**config.mk**
```make
export PLATFORM = sky130hd
export DESIGN_NAME = xor_checked_frame_receiver
export DESIGN_NICKNAME = d
export VERILOG_FILES = /design/src/sv/xcfr_pkg.sv /design/src/sv/xcfr_front.sv /design/src/sv/xcfr_queue.sv /design/src/sv/xcfr_back.sv /design/src/sv/xor_checked_frame_receiver.sv
export SDC_FILE = /design/constraint.sdc
export NUM_CORES = 1
export LEC_CHECK = 0
export BUFFER_PORTS_ARGS = -buffer_cell sky130_fd_sc_hd__buf_2
export CAP_MARGIN = 30
export CORE_MARGIN = 2
export CORE_UTILIZATION = 62
export DETAILED_ROUTE_END_ITERATION = 12
export PLACE_DENSITY = 0.86
export SYNTH_ARGS = -nofsm -noshare
export SYNTH_HDL_FRONTEND = slang
export SYNTH_SLANG_ARGS = --single-unit
```
**constraint.sdc**
```tcl
create_clock -name i_clk -period 5.7 [get_ports i_clk]
set_input_delay 0.57 -clock i_clk [delete_from_list [all_inputs] [get_ports i_clk]]
set_output_delay 0.57 -clock i_clk [all_outputs]
set_load 0.03 [all_outputs]
```
**src/sv/xcfr_pkg.sv**
```systemverilog
// Shared types and constants for the XOR-checked frame receiver.
// No dependencies; used by every module of the block but the queue.
package xcfr_pkg;

    localparam int CMD_W         = 2;
    localparam int BYTE_W        = 8;
    localparam int TICK_W        = 32;
    localparam int LEN_OUT_W     = 6;
    localparam int CFG_ADDR_W    = 2;
    localparam int CFG_DATA_W    = 32;
    localparam int IN_TDATA_W    = 16;
    localparam int OUT_TDATA_W   = 16;

    // Shortest stored run at which a tail byte triggers a check.
    localparam int MIN_CHECK_LEN = 5;
    // Checksum span ends this many bytes past the declared data length.
    localparam int SPAN_EXTRA    = 3;
    // Position of the length byte in a frame.
    localparam int LEN_POS       = 2;

    localparam logic [TICK_W-1:0] TIMEOUT_RESET = 32'd100;

    typedef enum logic [CMD_W-1:0] {
        CMD_ARM  = 2'd0,
        CMD_BYTE = 2'd1,
        CMD_TICK = 2'd2
    } t_cmd;

    typedef enum logic [CFG_ADDR_W-1:0] {
        REG_HEAD    = 2'd0,
        REG_TAIL    = 2'd1,
        REG_TIMEOUT = 2'd2
    } t_reg;

    typedef enum logic {
        JOB_FRAME   = 1'b0,
        JOB_TIMEOUT = 1'b1
    } t_job_kind;

    typedef enum logic {
        BK_IDLE  = 1'b0,
        BK_FRAME = 1'b1
    } t_bk_state;

endpackage

```
**src/sv/xcfr_front.sv**
```systemverilog
// Front end: config registers, input word decode, hunt/store/check logic.
// Issues store writes and result jobs. Depends on xcfr_pkg.
module xcfr_front #(
    parameter int DEPTH = 64,
    parameter int FW    = $clog2(DEPTH + 1),
    parameter int AW    = $clog2(DEPTH)
) (
    input  logic                              i_clk,
    input  logic                              i_rst_n,
    input  logic                              i_cfg_wr_en,
    input  logic [xcfr_pkg::CFG_ADDR_W-1:0]   i_cfg_addr,
    input  logic [xcfr_pkg::CFG_DATA_W-1:0]   i_cfg_wdata,
    input  logic                              i_accept,
    input  logic [xcfr_pkg::CMD_W-1:0]        i_cmd,
    input  logic [xcfr_pkg::BYTE_W-1:0]       i_rx_byte,
    input  logic                              i_q_full,
    input  logic                              i_frame_done,
    output logic                              o_ready,
    output logic                              o_wr_en,
    output logic [AW-1:0]                     o_wr_addr,
    output logic [xcfr_pkg::BYTE_W-1:0]       o_wr_data,
    output logic                              o_push,
    output logic [FW:0]                       o_push_job
);

    logic [xcfr_pkg::BYTE_W-1:0] r_head, r_tail;
    logic [xcfr_pkg::TICK_W-1:0] r_timeout;
    logic                        r_armed, n_armed;
    logic                        r_in_frame, n_in_frame;
    logic [FW-1:0]               r_fill, n_fill;
    logic [xcfr_pkg::BYTE_W-1:0] r_decl, n_decl;
    logic [xcfr_pkg::BYTE_W-1:0] r_prev, n_prev;
    logic [xcfr_pkg::BYTE_W-1:0] r_acc, n_acc;
    logic [xcfr_pkg::TICK_W-1:0] r_elapsed, n_elapsed;
    logic                        r_lock, n_lock;

    logic [FW-1:0]               fill_inc;
    logic                        in_span;
    logic [xcfr_pkg::BYTE_W-1:0] acc_next;
    logic [xcfr_pkg::TICK_W-1:0] elapsed_inc;
    logic                        timed_out;
    xcfr_pkg::t_job_kind         push_kind;
    logic [FW-1:0]               push_len;

    // Store holds the frame being drained until the back end reports done.
    assign o_ready = !r_lock && !i_q_full;

    assign fill_inc  = r_fill + FW'(1);
    // Positions 1 and 2 are always in the span; later ones up to decl + 2.
    assign in_span   = (r_fill <= FW'(xcfr_pkg::LEN_POS))
                    || (10'(r_fill) < (10'(r_decl) + 10'(xcfr_pkg::SPAN_EXTRA)));
    assign acc_next  = in_span ? (r_acc ^ i_rx_byte) : r_acc;
    assign elapsed_inc = (&r_elapsed) ? r_elapsed : r_elapsed + 32'd1;
    assign timed_out = elapsed_inc >= r_timeout;

    assign o_push_job = {push_kind, push_len};

    always_comb begin
        n_armed    = r_armed;
        n_in_frame = r_in_frame;
        n_fill     = r_fill;
        n_decl     = r_decl;
        n_prev     = r_prev;
        n_acc      = r_acc;
        n_elapsed  = r_elapsed;
        n_lock     = r_lock;
        o_wr_en    = 1'b0;
        o_wr_addr  = r_fill[AW-1:0];
        o_wr_data  = i_rx_byte;
        o_push     = 1'b0;
        push_kind  = xcfr_pkg::JOB_FRAME;
        push_len   = fill_inc;

        if (i_frame_done) begin
            n_lock = 1'b0;
        end

        if (i_accept) begin
            case (xcfr_pkg::t_cmd'(i_cmd))
                xcfr_pkg::CMD_ARM: begin
                    n_armed    = 1'b1;
                    n_elapsed  = '0;
                    n_in_frame = 1'b0;
                    n_fill     = '0;
                    n_decl     = '0;
                    n_prev     = '0;
                    n_acc      = '0;
                end
                xcfr_pkg::CMD_BYTE: begin
                    if (r_armed) begin
                        if (!r_in_frame) begin
                            if (i_rx_byte == r_head) begin
                                o_wr_en    = 1'b1;
                                o_wr_addr  = '0;
                                n_fill     = FW'(1);
                                n_in_frame = 1'b1;
                                n_prev     = i_rx_byte;
                                n_acc      = '0;
                            end
                        end else if (r_fill >= FW'(DEPTH)) begin
                            n_in_frame = 1'b0;
                        end else begin
                            o_wr_en = 1'b1;
                            n_fill  = fill_inc;
                            n_acc   = acc_next;
                            if (r_fill == FW'(xcfr_pkg::LEN_POS)) begin
                                n_decl = i_rx_byte;
                            end
                            if (fill_inc >= FW'(DEPTH)) begin
                                // store full: drop and hunt again
                                n_in_frame = 1'b0;
                            end else if (i_rx_byte == r_tail
                                         && fill_inc >= FW'(xcfr_pkg::MIN_CHECK_LEN)) begin
                                n_in_frame = 1'b0;
                                if (acc_next == r_prev) begin
                                    o_push  = 1'b1;
                                    n_armed = 1'b0;
                                    n_lock  = 1'b1;
                                end else begin
                                    n_prev = i_rx_byte;
                                end
                            end else begin
                                n_prev = i_rx_byte;
                            end
                        end
                    end
                end
                xcfr_pkg::CMD_TICK: begin
                    if (r_armed) begin
                        n_elapsed = elapsed_inc;
                        if (timed_out) begin
                            o_push     = 1'b1;
                            push_kind  = xcfr_pkg::JOB_TIMEOUT;
                            push_len   = '0;
                            n_armed    = 1'b0;
                            n_in_frame = 1'b0;
                        end
                    end
                end
                default: begin
                end
            endcase
        end
    end

    always_ff @(posedge i_clk) begin
        if (!i_rst_n) begin
            r_head    <= '0;
            r_tail    <= '0;
            r_timeout <= xcfr_pkg::TIMEOUT_RESET;
        end else if (i_cfg_wr_en) begin
            case (xcfr_pkg::t_reg'(i_cfg_addr))
                xcfr_pkg::REG_HEAD:    r_head    <= i_cfg_wdata[xcfr_pkg::BYTE_W-1:0];
                xcfr_pkg::REG_TAIL:    r_tail    <= i_cfg_wdata[xcfr_pkg::BYTE_W-1:0];
                xcfr_pkg::REG_TIMEOUT: r_timeout <= i_cfg_wdata[xcfr_pkg::TICK_W-1:0];
                default: begin
                end
            endcase
        end
    end

    always_ff @(posedge i_clk) begin
        if (!i_rst_n) begin
            r_armed    <= 1'b0;
            r_in_frame <= 1'b0;
            r_fill     <= '0;
            r_decl     <= '0;
            r_prev     <= '0;
            r_acc      <= '0;
            r_elapsed  <= '0;
            r_lock     <= 1'b0;
        end else begin
            r_armed    <= n_armed;
            r_in_frame <= n_in_frame;
            r_fill     <= n_fill;
            r_decl     <= n_decl;
            r_prev     <= n_prev;
            r_acc      <= n_acc;
            r_elapsed  <= n_elapsed;
            r_lock     <= n_lock;
        end
    end

endmodule

```
**src/sv/xcfr_queue.sv**
```systemverilog
// Two-entry job queue between front and back end.
// No package dependencies.
module xcfr_queue #(
    parameter int WIDTH = 8
) (
    input  logic             i_clk,
    input  logic             i_rst_n,
    input  logic             i_push,
    input  logic [WIDTH-1:0] i_data,
    input  logic             i_pop,
    output logic             o_valid,
    output logic             o_full,
    output logic [WIDTH-1:0] o_data
);

    logic [WIDTH-1:0] r_slot [2];
    logic             r_wp, r_rp;
    logic [1:0]       r_cnt;

    assign o_valid = r_cnt != 2'd0;
    assign o_full  = r_cnt == 2'd2;
    assign o_data  = r_slot[r_rp];

    always_ff @(posedge i_clk) begin
        if (i_push) begin
            r_slot[r_wp] <= i_data;
        end
    end

    always_ff @(posedge i_clk) begin
        if (!i_rst_n) begin
            r_wp  <= 1'b0;
            r_rp  <= 1'b0;
            r_cnt <= 2'd0;
        end else begin
            if (i_push) begin
                r_wp <= !r_wp;
            end
            if (i_pop) begin
                r_rp <= !r_rp;
            end
            r_cnt <= r_cnt + 2'(i_push) - 2'(i_pop);
        end
    end

endmodule

```
**src/sv/xcfr_back.sv**
```systemverilog
// Back end: frame store memory and result emitter with output register.
// Drains one job at a time from the queue. Depends on xcfr_pkg.
module xcfr_back #(
    parameter int DEPTH = 64,
    parameter int FW    = $clog2(DEPTH + 1),
    parameter int AW    = $clog2(DEPTH)
) (
    input  logic                               i_clk,
    input  logic                               i_rst_n,
    input  logic                               i_wr_en,
    input  logic [AW-1:0]                      i_wr_addr,
    input  logic [xcfr_pkg::BYTE_W-1:0]        i_wr_data,
    input  logic                               i_q_valid,
    input  logic [FW:0]                        i_q_job,
    output logic                               o_q_pop,
    output logic                               o_frame_done,
    input  logic                               i_out_ready,
    output logic                               o_out_valid,
    output logic                               o_out_status,
    output logic [xcfr_pkg::BYTE_W-1:0]        o_out_byte,
    output logic                               o_out_last,
    output logic [xcfr_pkg::LEN_OUT_W-1:0]     o_out_len
);

    logic [xcfr_pkg::BYTE_W-1:0] r_mem [DEPTH];

    xcfr_pkg::t_bk_state r_state, n_state;

    logic [FW-1:0]               r_len;
    logic [FW-1:0]               r_rd_idx;
    logic                        r_pend;
    logic                        r_pend_last;
    logic [xcfr_pkg::BYTE_W-1:0] r_rd_data;

    logic                        r_out_valid;
    logic                        r_out_status;
    logic [xcfr_pkg::BYTE_W-1:0] r_out_byte;
    logic                        r_out_last;
    logic [xcfr_pkg::LEN_OUT_W-1:0] r_out_len;

    xcfr_pkg::t_job_kind job_kind;
    logic [FW-1:0]       job_len;
    logic                can_load;
    logic                load_byte;
    logic                load_tmo;
    logic                issue;
    logic                start;
    logic                done;

    assign job_kind = xcfr_pkg::t_job_kind'(i_q_job[FW]);
    assign job_len  = i_q_job[FW-1:0];
    assign can_load = !r_out_valid || i_out_ready;

    always_comb begin
        n_state = r_state;
        case (r_state)
            xcfr_pkg::BK_IDLE:  if (start) n_state = xcfr_pkg::BK_FRAME;
            xcfr_pkg::BK_FRAME: if (done)  n_state = xcfr_pkg::BK_IDLE;
            default:            n_state = xcfr_pkg::BK_IDLE;
        endcase
    end

    always_comb begin
        o_q_pop   = 1'b0;
        start     = 1'b0;
        load_tmo  = 1'b0;
        load_byte = 1'b0;
        issue     = 1'b0;
        done      = 1'b0;
        case (r_state)
            xcfr_pkg::BK_IDLE: begin
                if (i_q_valid) begin
                    if (job_kind == xcfr_pkg::JOB_FRAME) begin
                        o_q_pop = 1'b1;
                        start   = 1'b1;
                    end else if (can_load) begin
                        o_q_pop  = 1'b1;
                        load_tmo = 1'b1;
                    end
                end
            end
            xcfr_pkg::BK_FRAME: begin
                // read stage runs one ahead of the output register
                load_byte = r_pend && can_load;
                issue     = (r_rd_idx < r_len) && (!r_pend || load_byte);
                done      = (r_rd_idx == r_len) && !r_pend;
            end
            default: begin
            end
        endcase
    end

    assign o_frame_done = done;

    always_ff @(posedge i_clk) begin
        if (i_wr_en) begin
            r_mem[i_wr_addr] <= i_wr_data;
        end
        if (issue) begin
            r_rd_data   <= r_mem[r_rd_idx[AW-1:0]];
            r_pend_last <= (r_rd_idx + FW'(1)) == r_len;
        end
        if (start) begin
            r_len <= job_len;
        end
        if (load_byte) begin
            r_out_status <= 1'b0;
            r_out_byte   <= r_rd_data;
            r_out_last   <= r_pend_last;
            r_out_len    <= xcfr_pkg::LEN_OUT_W'(r_len);
        end else if (load_tmo) begin
            r_out_status <= 1'b1;
            r_out_byte   <= '0;
            r_out_last   <= 1'b1;
            r_out_len    <= '0;
        end
    end

    always_ff @(posedge i_clk) begin
        if (!i_rst_n) begin
            r_state     <= xcfr_pkg::BK_IDLE;
            r_rd_idx    <= '0;
            r_pend      <= 1'b0;
            r_out_valid <= 1'b0;
        end else begin
            r_state <= n_state;
            if (start) begin
                r_rd_idx <= '0;
            end else if (issue) begin
                r_rd_idx <= r_rd_idx + FW'(1);
            end
            if (issue) begin
                r_pend <= 1'b1;
            end else if (load_byte) begin
                r_pend <= 1'b0;
            end
            if (load_byte || load_tmo) begin
                r_out_valid <= 1'b1;
            end else if (i_out_ready) begin
                r_out_valid <= 1'b0;
            end
        end
    end

    assign o_out_valid  = r_out_valid;
    assign o_out_status = r_out_status;
    assign o_out_byte   = r_out_byte;
    assign o_out_last   = r_out_last;
    assign o_out_len    = r_out_len;

endmodule

```
**src/sv/xor_checked_frame_receiver.sv**
```systemverilog
// Top level of the XOR-checked frame receiver: front end, job queue, back end.
// Depends on xcfr_pkg, xcfr_front, xcfr_queue, xcfr_back.
//
// Usage:
//   Input stream words carry a command (arm, received byte, tick) and a byte.
//   A frame HEAD | CMD | LEN | DATA | XOR | TAIL whose XOR checks out is sent
//   on the output stream, one word per stored byte, head first, tlast on the
//   final byte; a timeout is one word with tuser set and tlast high.
//   Config registers (head, tail, timeout ticks) are written through the
//   plain write port while the block is idle.
// Flow:
//   The front end takes one input word per cycle while tready is high.
//   A frame that passes its check goes as a job through the queue; the back
//   end reads its bytes from the single-read-port store into the output
//   register, one per cycle while the output is not stalled. A timeout job
//   goes from the queue straight into the output register.
// Reset: synchronous, active low; the receiver comes up disarmed with the
//   registers at head 0, tail 0, timeout 100. The store is not cleared.
// Stalls: a held output word keeps the emitter waiting; up to two timeout
//   jobs queue up behind it before tready drops. A passed frame drops tready
//   at once until its last byte has left the store.
module xor_checked_frame_receiver #(
    parameter int BUFFER_DEPTH = 64
) (
    input  logic                                 i_clk,
    input  logic                                 i_rst_n,
    input  logic                                 i_cfg_wr_en,
    input  logic [xcfr_pkg::CFG_ADDR_W-1:0]      i_cfg_addr,
    input  logic [xcfr_pkg::CFG_DATA_W-1:0]      i_cfg_wdata,
    input  logic                                 i_s_axis_tvalid,
    output logic                                 o_s_axis_tready,
    // [1:0] cmd, [9:2] rx_byte, [15:10] zero
    input  logic [xcfr_pkg::IN_TDATA_W-1:0]      i_s_axis_tdata,
    output logic                                 o_m_axis_tvalid,
    input  logic                                 i_m_axis_tready,
    // [7:0] frame_byte, [13:8] frame_length, [15:14] zero
    output logic [xcfr_pkg::OUT_TDATA_W-1:0]     o_m_axis_tdata,
    // [0] status
    output logic                                 o_m_axis_tuser,
    output logic                                 o_m_axis_tlast
);

    localparam int FW = $clog2(BUFFER_DEPTH + 1);
    localparam int AW = $clog2(BUFFER_DEPTH);

    logic                                 accept;
    logic                                 q_full;
    logic                                 q_valid;
    logic                                 q_pop;
    logic                                 push;
    logic [FW:0]                          push_job;
    logic [FW:0]                          q_job;
    logic                                 frame_done;
    logic                                 wr_en;
    logic [AW-1:0]                        wr_addr;
    logic [xcfr_pkg::BYTE_W-1:0]          wr_data;
    logic [xcfr_pkg::BYTE_W-1:0]          out_byte;
    logic [xcfr_pkg::LEN_OUT_W-1:0]       out_len;

    assign accept = i_s_axis_tvalid && o_s_axis_tready;

    xcfr_front #(
        .DEPTH (BUFFER_DEPTH),
        .FW    (FW),
        .AW    (AW)
    ) u_front (
        .i_clk        (i_clk),
        .i_rst_n      (i_rst_n),
        .i_cfg_wr_en  (i_cfg_wr_en),
        .i_cfg_addr   (i_cfg_addr),
        .i_cfg_wdata  (i_cfg_wdata),
        .i_accept     (accept),
        .i_cmd        (i_s_axis_tdata[xcfr_pkg::CMD_W-1:0]),
        .i_rx_byte    (i_s_axis_tdata[xcfr_pkg::CMD_W +: xcfr_pkg::BYTE_W]),
        .i_q_full     (q_full),
        .i_frame_done (frame_done),
        .o_ready      (o_s_axis_tready),
        .o_wr_en      (wr_en),
        .o_wr_addr    (wr_addr),
        .o_wr_data    (wr_data),
        .o_push       (push),
        .o_push_job   (push_job)
    );

    xcfr_queue #(
        .WIDTH (FW + 1)
    ) u_queue (
        .i_clk   (i_clk),
        .i_rst_n (i_rst_n),
        .i_push  (push),
        .i_data  (push_job),
        .i_pop   (q_pop),
        .o_valid (q_valid),
        .o_full  (q_full),
        .o_data  (q_job)
    );

    xcfr_back #(
        .DEPTH (BUFFER_DEPTH),
        .FW    (FW),
        .AW    (AW)
    ) u_back (
        .i_clk        (i_clk),
        .i_rst_n      (i_rst_n),
        .i_wr_en      (wr_en),
        .i_wr_addr    (wr_addr),
        .i_wr_data    (wr_data),
        .i_q_valid    (q_valid),
        .i_q_job      (q_job),
        .o_q_pop      (q_pop),
        .o_frame_done (frame_done),
        .i_out_ready  (i_m_axis_tready),
        .o_out_valid  (o_m_axis_tvalid),
        .o_out_status (o_m_axis_tuser),
        .o_out_byte   (out_byte),
        .o_out_last   (o_m_axis_tlast),
        .o_out_len    (out_len)
    );

    assign o_m_axis_tdata = {2'b00, out_len, out_byte};

endmodule

```
==> run summary <==
Vias in the first global route -> 17875
PwrDens -> 347 nW/um2
WP buf/inv -> 2
Synth async-reset ratio -> 0%
Clock skew -> 27.3 ps
Post-Place Setup Slack -> 330 ps
Slew Limit Fails -> 0
Slew @ Worst Pin -> 1050 ps
GR Overflow Total -> 0
N_diodes -> 0
Crit path max-delay family -> simple AND/OR/NAND/NOR gates
R2r startpoint -> u_front.r_elapsed[9]
Detailed Place HPWL -> 44.9 mm
Initial Util -> 63.1%
IR drop worst, VDD -> 0.000386 V
Num CTS Buffers -> 68
Port-buffer cells -> 66
CP Depth -> 20
Slew headroom -> 29.8%
Via count -> 17916
Leak pwr -> 10.8 nW
H-Tree Depth -> 3
Flop pwr share -> 49.5%
Row count -> 79
Drt total wl -> 73.5 mm
Placeable Area -> 46800 um2
Post-DR wirelength/cell -> 27.6 um
CP Capture Type -> flip-flop
Number of top-level pins -> 75
First-pass DRT Iterations -> 6
Max Buffers Root-to-Sink -> 3
Combinational power share -> 10.8%
Hold-critical path depth -> 3
Gr usage total -> 30.3%
Setup violators final -> 0
Commonest non-fill, non-tap cell in the layout -> edfxtp_1
CTS sink cnt -> 689
Fin area -> 32700 um2
RSZ-0062 raised after global routing -> no
CTS root buf -> clkbuf_16
Area post-placement -> 30400 um2
Clock network fraction of total power -> 39.7%
Crit-path max FO -> 7
First-pass GRT wire length -> 111 mm
Crit-path max cell delay -> 680 ps
Netlist cell types -> 72
Clk slew on worst S/H paths -> 60 ps
Largest net degree at the start of global routing -> 73
Most frequent cells in the layout -> edfxtp_1, mux4_2, nor2_1, nand2_1, dfxtp_1
Initial antenna violation count -> 1
Crit-path slowest cell -> or4b_2
WP data required -> 6160 ps
Fin. Hold Viols -> 0
FF-to-FF path depth -> 20
Avg Cell Area, Syn -> 15.3 um2
Nets@finish -> 2108
Clock period minus worst slack -> 5360 ps
Worst skew pair latency -> 620 ps
Outcome -> finished clean
Cell Area, Synth -> 29500 um2
CP cell instances -> nand4_2 -> or4_4 -> or4_4 -> nand4_1 -> nor3_1 -> xnor2_1 -> ha_1 -> a21o_1 -> a21o_1 -> a21oi_1 -> nor2_1 -> or4b_2 -> o211ai_1 -> buf_4 -> o32a_1 -> inv_1 -> ha_1 -> xor2_1 -> xnor2_1 -> nor2_1
Synth Instances -> 1933
Initial DRC Count -> 2141
Data arrival, critical path -> 5820 ps
CTS tree -> yes
Critical Path Source -> u_front.r_elapsed[9]
P_int -> 0.00868 W
Fmax -> 187 MHz
Yosys reg bits -> 689
Setup slack after layout -> 341 ps
Sw Ratio -> 23.5%
DRC -> 0
Die ar. -> 49300 um2
Syn. warnings -> 0
Hold-fix buffers, CTS -> 0
Setup TNS -> 0 ps
Crit path kind -> flip-flop to flip-flop
Main synth FF type -> edfxtp_1
Setup repair bufs after CTS -> 0
Final hold slack -> 198 ps
Post-route ant nets -> 0
Register area share after synthesis -> 65.8%
Area growth, synth to finish -> 11.0%
Share of post-route cells with drive strength above 1 -> 19.7%
Die Ht -> 222 um
Placer Congestion -> 0.858
Fin crit share -> 94.0%
Via/cell ratio -> 6.74
Number of synthesized flops with an enable pin -> 559
Max cap viols -> 0
Chip width -> 222 um
Worst Hold Class -> primary input to flip-flop
Sw power -> 0.00266 W
Crit start category -> flip-flop
Layout Utilization -> 70.0%
Worst hold start -> i_cfg_wdata[27]
[layer usage]
| layer | up-vias | share of wire, % | track usage (%) |
|---|---|---|---|
| met5 | - | 0.023 | 0 |
| met2 | 1235 | 50 | 50.6 |
| met1 | 8917 | 35 | 38.3 |
| met3 | 215 | 10 | 6.88 |
| li1 | 7547 | - | - |
| met4 | 2 | 4.6 | 13.1 |
[power by group through the flow]
stage                     logic, W  registers [W]  clock network, W
after floorplan           0.000822        0.00570                 0
after global placement     0.00108        0.00576                 0
after detailed placement   0.00114        0.00577                 0
after CTS                  0.00117        0.00566           0.00453
after global routing       0.00131        0.00562           0.00471
final                      0.00123        0.00561           0.00450
[Yosys cell counts, types with 20 or more instances]
cell type | instances | area share (%)
o21ai_0 | 32 | 0.54
mux2i_1 | 27 | 0.92
nor2_1 | 163 | 2.1
and2_1 | 23 | 0.49
edfxtp_1 | 559 | 57
xor2_1 | 47 | 1.4
mux4_2 | 168 | 13
xnor2_1 | 37 | 1.1
clkbuf_1 | 83 | 1.1
a31oi_1 | 20 | 0.42
ha_1 | 57 | 2.4
a21oi_1 | 69 | 1.2
nand4_1 | 22 | 0.47
dfxtp_1 | 130 | 8.8
nand2_1 | 144 | 1.8
inv_1 | 65 | 0.83
nand3_1 | 53 | 0.90
[final timing paths]
check / slack, ps / end
setup / recovery: 340 / u_queue.r_cnt[1]
hold / removal: 200 / u_front.r_timeout[27]
setup reg to reg: 340 / u_queue.r_cnt[1]
hold reg to reg: 450 / u_front.r_timeout[7]
[logic make-up (layout without fill, tap and decap cells)]
| family | after synthesis | in the layout | share of synthesized area [%] |
|---|---|---|---|
| other cells | 1 | 2 | 0.0127 |
| mux | 203 | 203 | 14.1 |
| flops | 689 | 689 | 65.8 |
| simple gates | 506 | 506 | 8.14 |
| xor+xnor | 84 | 84 | 2.50 |
| compound gates | 216 | 216 | 4.72 |
| fa+ha+maj | 57 | 57 | 2.42 |
| buf+inv | 177 | 293 | 2.39 |
[worst register-to-register path: stages (launching register included)]
cell and delay, ps:
dfxtp_1 460, nand4_2 180, or4_4 590, or4_4 610, nand4_1 220, nor3_1 120, xnor2_1 150, ha_1 320
a21o_1 170, a21o_1 170, a21oi_1 190, nor2_1 60, or4b_2 680, o211ai_1 230, buf_4 190, o32a_1 220
inv_1 110, ha_1 200, xor2_1 180, xnor2_1 150, nor2_1 50
[cell type report]
| type | count | area [um2] |
|---|---|---|
| well taps | 607 | 759 |
| fillers | 2772 | 14000 |
| multi-input cells | 1068 | 9410 |
| clock buffers | 90 | 1910 |
| flip-flops and latches | 689 | 19400 |
| repair buffers | 103 | 677 |
| inverters | 66 | 248 |
| clock inverters | 34 | 324 |
[state kept, by name, indices dropped and copies added (netlist names), 2 cells and up, named ones only]
register           count
u_back.o_out_byte      8
u_front.r_tail         8
u_back.o_out_len       6
u_front.r_elapsed     32
u_front.r_head         8
u_back.r_len           7
u_front.r_fill         7
u_queue.r_slot        16
u_front.r_acc          8
u_front.r_timeout     32
u_queue.r_cnt          2
u_back.r_rd_data       8
u_front.r_decl         8
u_front.r_prev         8
u_back.r_rd_idx        7
u_back.r_mem         512
[stage by stage]
step	total power, W	cells
after floorplan	0.00652	1934
after global placement	0.00684	2525
after detailed placement	0.00691	2528
after CTS	0.0114	2652
after global routing	0.0116	2657
final	0.0113	2657
[what timing repair did]
action | in CTS | in global routing
hold endpoints to repair | 0 | 0
gates resized for setup | 0 | 2
setup endpoints to repair | 0 | 1
Note: power is estimated with default switching activity, not from simulation.
